$ cat src/rtl/core/lkxc_pkg.sv
// shared constants, types and helpers for the lcg keystream xor cipher core
`default_nettype none

package lkxc_pkg;

  localparam int BYTE_W     = 8;
  localparam int WORD_W     = 32;
  localparam int CFG_W      = 64;
  localparam int CFG_IDX_W  = 2;
  localparam int KEY_BYTES  = 16;
  localparam int FOLD_IDX_W = $clog2(KEY_BYTES);
  localparam int ROT_AMT    = 5;

  localparam logic [WORD_W-1:0] LCG_A = 32'h71FE_D3C5;
  localparam logic [WORD_W-1:0] LCG_C = 32'h2A9F_1B8D;

  // configuration register indexes
  localparam logic [CFG_IDX_W-1:0] CFG_KEY_LOW  = 2'd0;
  localparam logic [CFG_IDX_W-1:0] CFG_KEY_HIGH = 2'd1;
  localparam logic [CFG_IDX_W-1:0] CFG_NONCE    = 2'd2;

  // byte source for a keystream step
  localparam logic SRC_PORT = 1'b0;
  localparam logic SRC_HELD = 1'b1;

  typedef struct packed {
    logic                  ld_byte;
    logic                  fold_clr;
    logic                  fold_en;
    logic [FOLD_IDX_W-1:0] fold_idx;
    logic                  seed_en;
    logic                  step_en;
    logic                  step_src;
  } lkxc_cmd_t;

  function automatic logic [WORD_W-1:0] rotl5(input logic [WORD_W-1:0] v);
    rotl5 = {v[WORD_W-ROT_AMT-1:0], v[WORD_W-1:WORD_W-ROT_AMT]};
  endfunction

  // low word of a 32x32 product
  function automatic logic [WORD_W-1:0] mul_lo(input logic [WORD_W-1:0] a,
                                               input logic [WORD_W-1:0] b);
    logic [2*WORD_W-1:0] full;
    full   = {{WORD_W{1'b0}}, a} * {{WORD_W{1'b0}}, b};
    mul_lo = full[WORD_W-1:0];
  endfunction

endpackage

`default_nettype wire

$ cat src/rtl/core/lkxc_ctrl.sv
// controller state machine: sequences key fold, seed load and keystream steps
`default_nettype none

module lkxc_ctrl
  import lkxc_pkg::*;
(
  input  wire logic      clk,
  input  wire logic      rst_n,
  input  wire logic      in_tvalid,
  input  wire logic      in_sof,
  output logic           in_tready,
  output logic           out_tvalid,
  input  wire logic      out_tready,
  output lkxc_cmd_t      cmd
);

  localparam logic [1:0] S_IDLE = 2'd0;
  localparam logic [1:0] S_FOLD = 2'd1;
  localparam logic [1:0] S_SEED = 2'd2;
  localparam logic [1:0] S_STEP = 2'd3;

  logic [1:0]            state_r, state_nxt;
  logic [FOLD_IDX_W-1:0] cnt_r, cnt_nxt;
  logic                  out_valid_r, out_valid_nxt;
  logic                  out_free;
  logic                  in_acc;

  assign out_free   = !out_valid_r || out_tready;
  assign in_tready  = (state_r == S_IDLE);
  assign in_acc     = in_tvalid && in_tready;
  assign out_tvalid = out_valid_r;

  always_comb begin
    state_nxt    = state_r;
    cnt_nxt      = cnt_r;
    cmd          = '0;
    cmd.fold_idx = cnt_r;
    case (state_r)
      S_IDLE: begin
        if (in_acc) begin
          if (in_sof) begin
            cmd.ld_byte  = 1'b1;
            cmd.fold_clr = 1'b1;
            cnt_nxt      = '0;
            state_nxt    = S_FOLD;
          end else if (out_free) begin
            cmd.step_en  = 1'b1;
            cmd.step_src = SRC_PORT;
          end else begin
            // result register still full: hold the byte until it drains
            cmd.ld_byte = 1'b1;
            state_nxt   = S_STEP;
          end
        end
      end
      S_FOLD: begin
        cmd.fold_en = 1'b1;
        cnt_nxt     = cnt_r + 1'b1;
        if (cnt_r == FOLD_IDX_W'(KEY_BYTES - 1)) begin
          state_nxt = S_SEED;
        end
      end
      S_SEED: begin
        cmd.seed_en = 1'b1;
        state_nxt   = S_STEP;
      end
      S_STEP: begin
        if (out_free) begin
          cmd.step_en  = 1'b1;
          cmd.step_src = SRC_HELD;
          state_nxt    = S_IDLE;
        end
      end
      default: begin
        state_nxt = S_IDLE;
      end
    endcase
  end

  always_comb begin
    if (cmd.step_en) begin
      out_valid_nxt = 1'b1;
    end else if (out_tready) begin
      out_valid_nxt = 1'b0;
    end else begin
      out_valid_nxt = out_valid_r;
    end
  end

  always_ff @(posedge clk) begin
    if (!rst_n) begin
      state_r     <= S_IDLE;
      cnt_r       <= '0;
      out_valid_r <= 1'b0;
    end else begin
      state_r     <= state_nxt;
      cnt_r       <= cnt_nxt;
      out_valid_r <= out_valid_nxt;
    end
  end

endmodule

`default_nettype wire

$ cat src/rtl/core/lkxc_dp.sv
// datapath: config registers, key fold accumulator, lcg state and result register
`default_nettype none

module lkxc_dp
  import lkxc_pkg::*;
(
  input  wire logic                 clk,
  input  wire logic                 rst_n,
  input  wire logic                 cfg_we,
  input  wire logic [CFG_IDX_W-1:0] cfg_idx,
  input  wire logic [CFG_W-1:0]     cfg_wdata,
  input  wire logic [BYTE_W-1:0]    in_byte,
  input  wire lkxc_cmd_t            cmd,
  output logic [BYTE_W-1:0]         out_byte
);

  logic [CFG_W-1:0]  key_low_r, key_high_r, nonce_r;
  logic [WORD_W-1:0] acc_r, acc_nxt;
  logic [WORD_W-1:0] lcg_r, lcg_nxt;
  logic [BYTE_W-1:0] byte_r;
  logic [BYTE_W-1:0] out_byte_r;
  logic [BYTE_W-1:0] key_byte;
  logic [BYTE_W-1:0] step_byte;
  logic [2*CFG_W-1:0] key_all;
  logic [WORD_W-1:0] seed;
  logic [WORD_W-1:0] step_val;

  assign key_all  = {key_high_r, key_low_r};
  assign key_byte = key_all[{cmd.fold_idx, 3'b000} +: BYTE_W];
  assign acc_nxt  = rotl5(acc_r) ^ {{(WORD_W-BYTE_W){1'b0}}, key_byte};

  assign seed     = mul_lo(acc_r ^ nonce_r[WORD_W-1:0], LCG_A) + nonce_r[CFG_W-1:WORD_W];
  assign step_val = mul_lo(lcg_r, LCG_A) + LCG_C;

  assign step_byte = (cmd.step_src == SRC_HELD) ? byte_r : in_byte;

  always_comb begin
    lcg_nxt = lcg_r;
    if (cmd.seed_en) begin
      lcg_nxt = seed;
    end else if (cmd.step_en) begin
      lcg_nxt = step_val;
    end
  end

  always_ff @(posedge clk) begin
    if (!rst_n) begin
      key_low_r  <= '0;
      key_high_r <= '0;
      nonce_r    <= '0;
      lcg_r      <= '0;
    end else begin
      lcg_r <= lcg_nxt;
      if (cfg_we) begin
        case (cfg_idx)
          CFG_KEY_LOW:  key_low_r  <= cfg_wdata;
          CFG_KEY_HIGH: key_high_r <= cfg_wdata;
          CFG_NONCE:    nonce_r    <= cfg_wdata;
          default:      ;
        endcase
      end
    end
  end

  always_ff @(posedge clk) begin
    if (cmd.ld_byte) begin
      byte_r <= in_byte;
    end
    if (cmd.fold_clr) begin
      acc_r <= '0;
    end else if (cmd.fold_en) begin
      acc_r <= acc_nxt;
    end
    if (cmd.step_en) begin
      out_byte_r <= step_byte ^ step_val[WORD_W-1:WORD_W-BYTE_W];
    end
  end

  assign out_byte = out_byte_r;

endmodule

`default_nettype wire

$ cat src/rtl/core/lcg_keystream_xor_cipher_core.sv
// top level of the lcg keystream xor byte cipher
//
// input stream: one byte a word in in_tdata, in_tuser marks the first byte
// of a message. output stream: one transformed byte a word in out_tdata.
// cfg port: index 0 key_low, 1 key_high, 2 nonce; other indexes ignored.
// write it only while no message byte is in flight.
// a start-of-message byte folds the 16 key bytes through the accumulator,
// one byte a cycle, then does the seed multiply-add and the keystream step,
// which waits for a free output register; the next byte is taken after it.
// a following byte takes one lcg multiply-add: if the output register is free
// at acceptance its result shows the cycle after, so a message runs at one
// byte per cycle while out_tready stays high.
// the output register holds a result while out_tready is low; one more
// byte is taken and held, then in_tready drops until the result drains.
// reset clears key, nonce and lcg state to zero and empties the output.
`default_nettype none

module lcg_keystream_xor_cipher_core
  import lkxc_pkg::*;
(
  input  wire logic                 clk,
  input  wire logic                 rst_n,
  input  wire logic                 in_tvalid,
  output logic                      in_tready,
  input  wire logic [BYTE_W-1:0]    in_tdata,   // [7:0] in_byte
  input  wire logic                 in_tuser,   // [0] start_of_message
  output logic                      out_tvalid,
  input  wire logic                 out_tready,
  output logic [BYTE_W-1:0]         out_tdata,  // [7:0] out_byte
  input  wire logic                 cfg_valid,
  output logic                      cfg_ready,
  input  wire logic [CFG_IDX_W-1:0] cfg_index,
  input  wire logic [CFG_W-1:0]     cfg_data
);

  lkxc_cmd_t cmd;

  assign cfg_ready = 1'b1;

  lkxc_ctrl u_ctrl (
    .clk        (clk),
    .rst_n      (rst_n),
    .in_tvalid  (in_tvalid),
    .in_sof     (in_tuser),
    .in_tready  (in_tready),
    .out_tvalid (out_tvalid),
    .out_tready (out_tready),
    .cmd        (cmd)
  );

  lkxc_dp u_dp (
    .clk       (clk),
    .rst_n     (rst_n),
    .cfg_we    (cfg_valid && cfg_ready),
    .cfg_idx   (cfg_index),
    .cfg_wdata (cfg_data),
    .in_byte   (in_tdata),
    .cmd       (cmd),
    .out_byte  (out_tdata)
  );

endmodule

`default_nettype wire

$ cat config.mk
export PLATFORM = sky130hd
export DESIGN_NAME = lcg_keystream_xor_cipher_core
export DESIGN_NICKNAME = d
export VERILOG_FILES = /design/src/rtl/core/lkxc_pkg.sv /design/src/rtl/core/lkxc_ctrl.sv /design/src/rtl/core/lkxc_dp.sv /design/src/rtl/core/lcg_keystream_xor_cipher_core.sv
export SDC_FILE = /design/constraint.sdc
export NUM_CORES = 2
export LEC_CHECK = 0
export ABC_AREA = 0
export BUFFER_PORTS_ARGS = -buffer_cell sky130_fd_sc_hd__buf_4
export CAP_MARGIN = 0
export CORE_ASPECT_RATIO = 0.7
export CORE_MARGIN = 3
export CORE_UTILIZATION = 40
export CTS_CLUSTER_DIAMETER = 120
export CTS_CLUSTER_SIZE = 28
export DETAILED_ROUTE_END_ITERATION = 6
export PLACE_DENSITY = 0.55
export SYNTH_ARGS = -nofsm -noshare
export SYNTH_HDL_FRONTEND = slang
export SYNTH_HIERARCHICAL = 1
export SYNTH_SLANG_ARGS = --single-unit
$ cat constraint.sdc
create_clock -name clk -period 6.79 [get_ports clk]
set_input_delay 0.679 -clock clk [delete_from_list [all_inputs] [get_ports clk]]
set_output_delay 0.679 -clock clk [all_outputs]
set_load 0.01 [all_outputs]
# Word-level counts from Yosys, hierarchy flattened
# Cells that the tools add are included.
# W data, S select, Z words.
[totals]
register_bits = 279
latchBits = 0
ram_bits = 0
romBits = 0
in_bits = 80
out_inout_bits = 11
wordCells = 69
mem_count = 0
[classes]
add_sub_neg = 3
mul = 2
n_div = 0
n_lt_le_gt_ge = 0
eq_ne = 11
n_shift = 1
n_mux = 26
n_bitwise = 3
n_reduce_logical = 13
[op_table]
columns = ["cell", "n"]
rows = [
  ["$shiftx A128 B8 Y8", 1],
  ["$mul A32 B31 Y32 const B", 2],
  ["$mux W32", 2],
  ["$add A32 B30 Y32 const B", 1],
  ["$add A32 B32 Y32", 1],
  ["$xor A32 B32 Y32", 1],
  ["$xor A32 B8 Y32", 1],
  ["$mux W2", 11],
  ["$mux W4", 2],
  ["$mux W8", 1],
  ["$pmux W2 S4", 1],
  ["$pmux W4 S2", 1],
  ["$xor A8 B8 Y8", 1],
  ["$mux W1", 7],
  ["$eq A2 B2 Y1 const B", 3],
  ["$reduce_and A2 Y1", 3],
  ["$reduce_bool A2 Y1", 3],
  ["$add A4 B1 Y4 const B", 1],
  ["$eq A2 B1 Y1 const B", 2],
  ["$eq A4 B4 Y1 const B", 1],
  ["$logic_not A2 Y1", 2],
  ["$ne A2 B1 Y1 const B", 2],
  ["$ne A2 B2 Y1 const B", 2],
  ["$pmux W2 S2", 1],
  ["other kinds (6)", 6],
]

# Logic depth before layout (Yosys ltp)
[depth]
ltp_word = 8
mapped_depth = 26
depth_no_buf = 26

# Hierarchy
# Netlist, hierarchy kept.
[modules_own_cells]
columns = ["module", "instances", "cells_per_inst", "area_per_inst_um2", "seq_area_each_um2"]
rows = [
  ["lkxc_dp", 1, 3075, 29443.2, 5605.4],
  ["lkxc_ctrl", 1, 56, 494.2, 140.1],
  ["lcg_keystream_xor_cipher_core", 1, 2, 11.3, 0.0],
]

# Least setup slack after synthesis
# OpenSTA, ideal clock, no wires.
[synth_timing]
kind = "flip-flop to flip-flop"
startpoint = "reg u_dp.acc_r[12]"
endpoint = "reg u_dp.lcg_r[30]"
setup_ns = 0.060
t_arrival_ns = 6.817
t_required_ns = 6.730
setup_slack_ns = -0.087
stages_incl_launch_ff = 26
path_buffers = 1
period_less_slack_ns = 6.877
cell_sequence = "dfxtp_1 > xor2_1 > inv_1 > xnor2_1 > ha_1 > or2_2 > ha_1 > fa_1 > inv_1 > fa_1 > inv_1 > fa_1 > fa_1 > fa_1 > fa_1 > ha_1 > clkbuf_1 > a21o_1 > a21oi_2 > o21a_1 > o21ai_1 > a2111oi_0 > nor3_1 > a31oi_1 > mux2i_1 > o311a_1"
[synth_between]
elab_chain_len = 4
[synth_lines]
columns = ["element", "line_no", "source"]
rows = [
  ["start, declared", "lkxc_dp.sv:18", "logic [WORD_W-1:0] acc_r, acc_nxt;"],
  ["start signal, assigned", "lkxc_dp.sv:72", "acc_r <= acc_nxt;"],
  ["$xor A32 B32 Y32", "lkxc_dp.sv:32", "assign seed = mul_lo(acc_r ^ nonce_r[WORD_W-1:0], LCG_A) + nonce_r[CFG_W-1:WORD_W];"],
  ["$mul A32 B31 Y32", "lkxc_pkg.sv:44", "full = {{WORD_W{1'b0}}, a} * {{WORD_W{1'b0}}, b};"],
  ["$add A32 B32 Y32", "lkxc_dp.sv:32", ""],
  ["$mux W32", "lkxc_dp.sv:39", "if (cmd.seed_en) begin"],
  ["end signal, assigned", "lkxc_dp.sv:53", "lcg_r <= lcg_nxt;"],
  ["end, declared", "lkxc_dp.sv:19", "logic [WORD_W-1:0] lcg_r, lcg_nxt;"],
]
# Every way passes these cells.
# A chain may end at the register's enable or synchronous reset.

# Worst setup path in the final report
[layout_timing]
startpoint = "reg u_dp.acc_r[8]"
endpoint = "reg u_dp.lcg_r[29]"
# The elaborated chain is that of the path after synthesis.

==> flow_metrics.tcl <==
set metrics [dict create \
    rr_startpoint "u_dp/acc_r[8]" \
    rows 83 \
    dr.pass1.iters 5 \
    worst_r2r_path_depth 25 \
    max_freq_ghz 0.1496 \
    num_vias 22222 \
    placement.io_buffers 89 \
    routed_via_density 5.046 \
    yosys.area_share.adder_pct 44.14 \
    first_global_vias 21835 \
    cts_buffers 16 \
    multi_input_area_sq_mm 0.02223 \
    arrival_ns 7.09 \
    syn-num-nets 4014 \
    gp_congestion 0.9753 \
    nets 4303 \
    ys.warnings.count 6 \
    ys.flop_type "dfxtp_1" \
    wl_mm 93.39 \
    period_minus_slack_ns 6.684 \
    dp_cells 4371 \
    die_y_um 234.9 \
    grt_use_total_pct 23.70 \
    cts_tree "yes" \
    io_pins 91 \
    crit_path_start_kind "register" \
    cpPeakStageDelay_ns 0.53 \
    area_growth_syn_to_layout_pct 16.71 \
    yosysSeqAreaShare_pct 19.18 \
    layout-drive-gt1-share_pct 17.92 \
    period_share_pct 98.45 \
    htreeDepth 1 \
    crit_end "u_dp/lcg_r[29]" \
    slew_violations 0 \
    muxShareOfSynthArea_pct 4.454 \
    netlist_instances 3133 \
    crit_buf_inv 6 \
    overflow 0 \
    syn_area_sq_mm 0.02995 \
    slowest_stage "fa_1" \
    drt_iter0_drc 1696 \
    clk_path_buf_depth 3 \
    required_ns 7.20 \
    grt_max_degree 119 \
    die_area_sq_mm 0.07824 \
    regArea_sq_mm 0.005813 \
    worst_pin_slew_ns 1.148 \
    grt_antenna_before_repair 1 \
    fin_skew_ns 0.01826 \
    dp_hpwl_mm 78.02 \
    root_buffer "clkbuf_16" \
    syn_area_per_cell_sq_um 9.559 \
    synth_top_family_by_area "adder cells" \
    r2r_slack_ns 0.11 \
    start_util_pct 40.62 \
    synth_compound_area_share_pct 8.865 \
    clock_sinks 279 \
    ant_nets 0 \
    rsz0062_at_grt "true" \
    slew_headroom_pct 23.46 \
    synth-simple-area-share_pct 8.498 \
    drc 0 \
    layout.cells.non_filler 4404 \
    routedWlPerCell_um 21.21 \
    synth-edff-count 16 \
    critPathTopFamily "adder cells" \
    diodes 0 \
    cp_max_fo 4 \
    synth_cell_type_count 78 \
    synth-xor-area-share_pct 6.004 \
    coreArea_sq_mm 0.07373 \
    worstSkewPairLatency_ns 0.55 \
    grt_pass1_wl_mm 139.9 \
    fillers 7067 \
    final_area_sq_mm 0.03495 \
    ys_async_sr_fraction_pct 0 \
    maxCapViolations 0 \
    critPathLaunch "u_dp/acc_r[8]" \
    fp.dieW_um 333.0 \
    clk_pin_slew_ns 0.11 \
    end_kind "register" \
    hold_violations 0 \
    setup_viol 0 \
    ys_ff_latch 279 \
    r2r-end "u_dp/lcg_r[29]" \
    worstSetupPathType "reg -> reg" \
    hold_class "in -> reg" \
    worst_path_most_repeated_cell "fa_1" \
    dpl_cell_area_sq_mm 0.03364 \
    path_depth 25 \
    status "finished, final reports clean" \
]
## per-layer routing
layer	global-route usage, %	wire length, um
met1	39.33	48450
met2	29.33	34010
met3	8.188	10080
met4	2.485	855
met5	0	0
## cells in the final DEF, fill, tap and decap left out, drive strengths merged, types with 17 or more instances in the layout
cell type / n
mux4: 40
ha: 375
inv: 604
o21ai: 41
clkbuf: 17
a211oi: 40
xor2: 70
a21o: 27
a21oi: 265
dfxtp: 263
buf: 372
fa: 426
mux2i: 41
xnor2: 128
nand2: 439
nor2: 106
## worst reg2reg max path, cell delays in order, from the launching register on
cell,delay [ns]
dfxtp_2,0.34
xor2_1,0.16
buf_4,0.17
fa_2,0.43
ha_4,0.25
fa_1,0.53
inv_1,0.06
fa_1,0.47
inv_1,0.05
fa_1,0.50
inv_2,0.05
fa_1,0.52
inv_1,0.05
fa_1,0.49
fa_1,0.46
ha_4,0.32
buf_6,0.11
nand3_4,0.08
nor2_4,0.19
o2111ai_4,0.20
o2111ai_1,0.23
nand2_1,0.14
o21a_1,0.26
o21ai_4,0.23
xnor2_2,0.18
a21oi_1,0.09
## synth_stat cells, types with 27 or more instances
cell type	count	share of area, %
inv_1	598	7.5
nand2_1	439	5.5
fa_1	426	28
ha_1	375	16
a21oi_1	264	4.4
dfxtp_1	263	18
xnor2_1	126	3.7
nor2_1	106	1.3
clkbuf_1	79	0.99
xor2_1	68	2.0
mux2i_1	41	1.4
mux4_2	40	3.0
a211oi_1	37	0.93
o21ai_0	28	0.47
a21o_1	27	0.68
## through the flow
stage / hold WS [ns] / TNS [ns] / utilization, % / setup slack, ns
final: 0.3247 / 0 / 47.40 / 0.1055
after global routing: 0.3108 / -0.3409 / 47.40 / -0.08542
after CTS: 0.3099 / -0.03674 / 46.57 / -0.03674
after detailed placement: 0.4437 / -2.122 / 45.63 / -0.4118
after global placement: 0.4390 / -2.274 / 45.63 / -0.4998
after floorplan: 0.4331 / 0 / - / 0.006276
## cell type report
type                            count  share of cell area, %
Clock inverter                      6                 0.2935
Tap cell                          977                  3.497
Clock buffer                       17                  1.217
Inverter                          600                  6.458
Timing Repair Buffer              372                  8.294
Multi-Input combinational cell   2153                  63.61
Sequential cell                   279                  16.63
## cell families (layout without fill, tap and decap cells)
logic type,Yosys count,after routing
multiplexers,83,83
flip-flops,279,279
adder cells (fa/ha/maj),801,801
XOR/XNOR,199,199
buffers and inverters,701,995
AND/OR/NAND/NOR,624,624
other,1,1
AO/OA/AOI/OAI,445,445
## timing repair
item | CTS | global route
pin swaps | 14 | 50
gates resized for setup | 34 | 138
buffers inserted | 1 | 9
setup endpoints to repair | 13 | 22
hold buffers | 0 | 0
## flip-flops by register name, summed over array words and instances (netlist names)
register,flops
u_dp/key_high_r,64
u_ctrl/cnt_r,4
u_dp/out_byte,8
u_dp/nonce_r,64
u_dp/lcg_r,32
u_dp/byte_r,8
u_ctrl/out_tvalid,1
u_dp/key_low_r,64
u_ctrl/state_r,2
u_dp/acc_r,32
## how the worst min path moves through the flow
stage | to | depth (start not counted) | slack (ns) | startpoint
2_1_floorplan | u_dp/key_high_r[16] | 2 | 0.43 | u_dp/key_high_r[16]
3_3_place_gp | u_dp/key_low_r[52] | 2 | 0.44 | u_dp/key_low_r[52]
3_5_place_dp | u_dp/key_low_r[53] | 2 | 0.44 | u_dp/key_low_r[53]
4_1_cts | u_dp/byte_r[7] | 1 | 0.31 | in_tdata[7]
5_1_grt | u_dp/byte_r[7] | 1 | 0.31 | in_tdata[7]
6_report | u_dp/byte_r[7] | 1 | 0.32 | in_tdata[7]
Power is left out: the tool's default activity adds up to more than one toggle a clock period on the data nets, which glitch-free logic cannot reach.
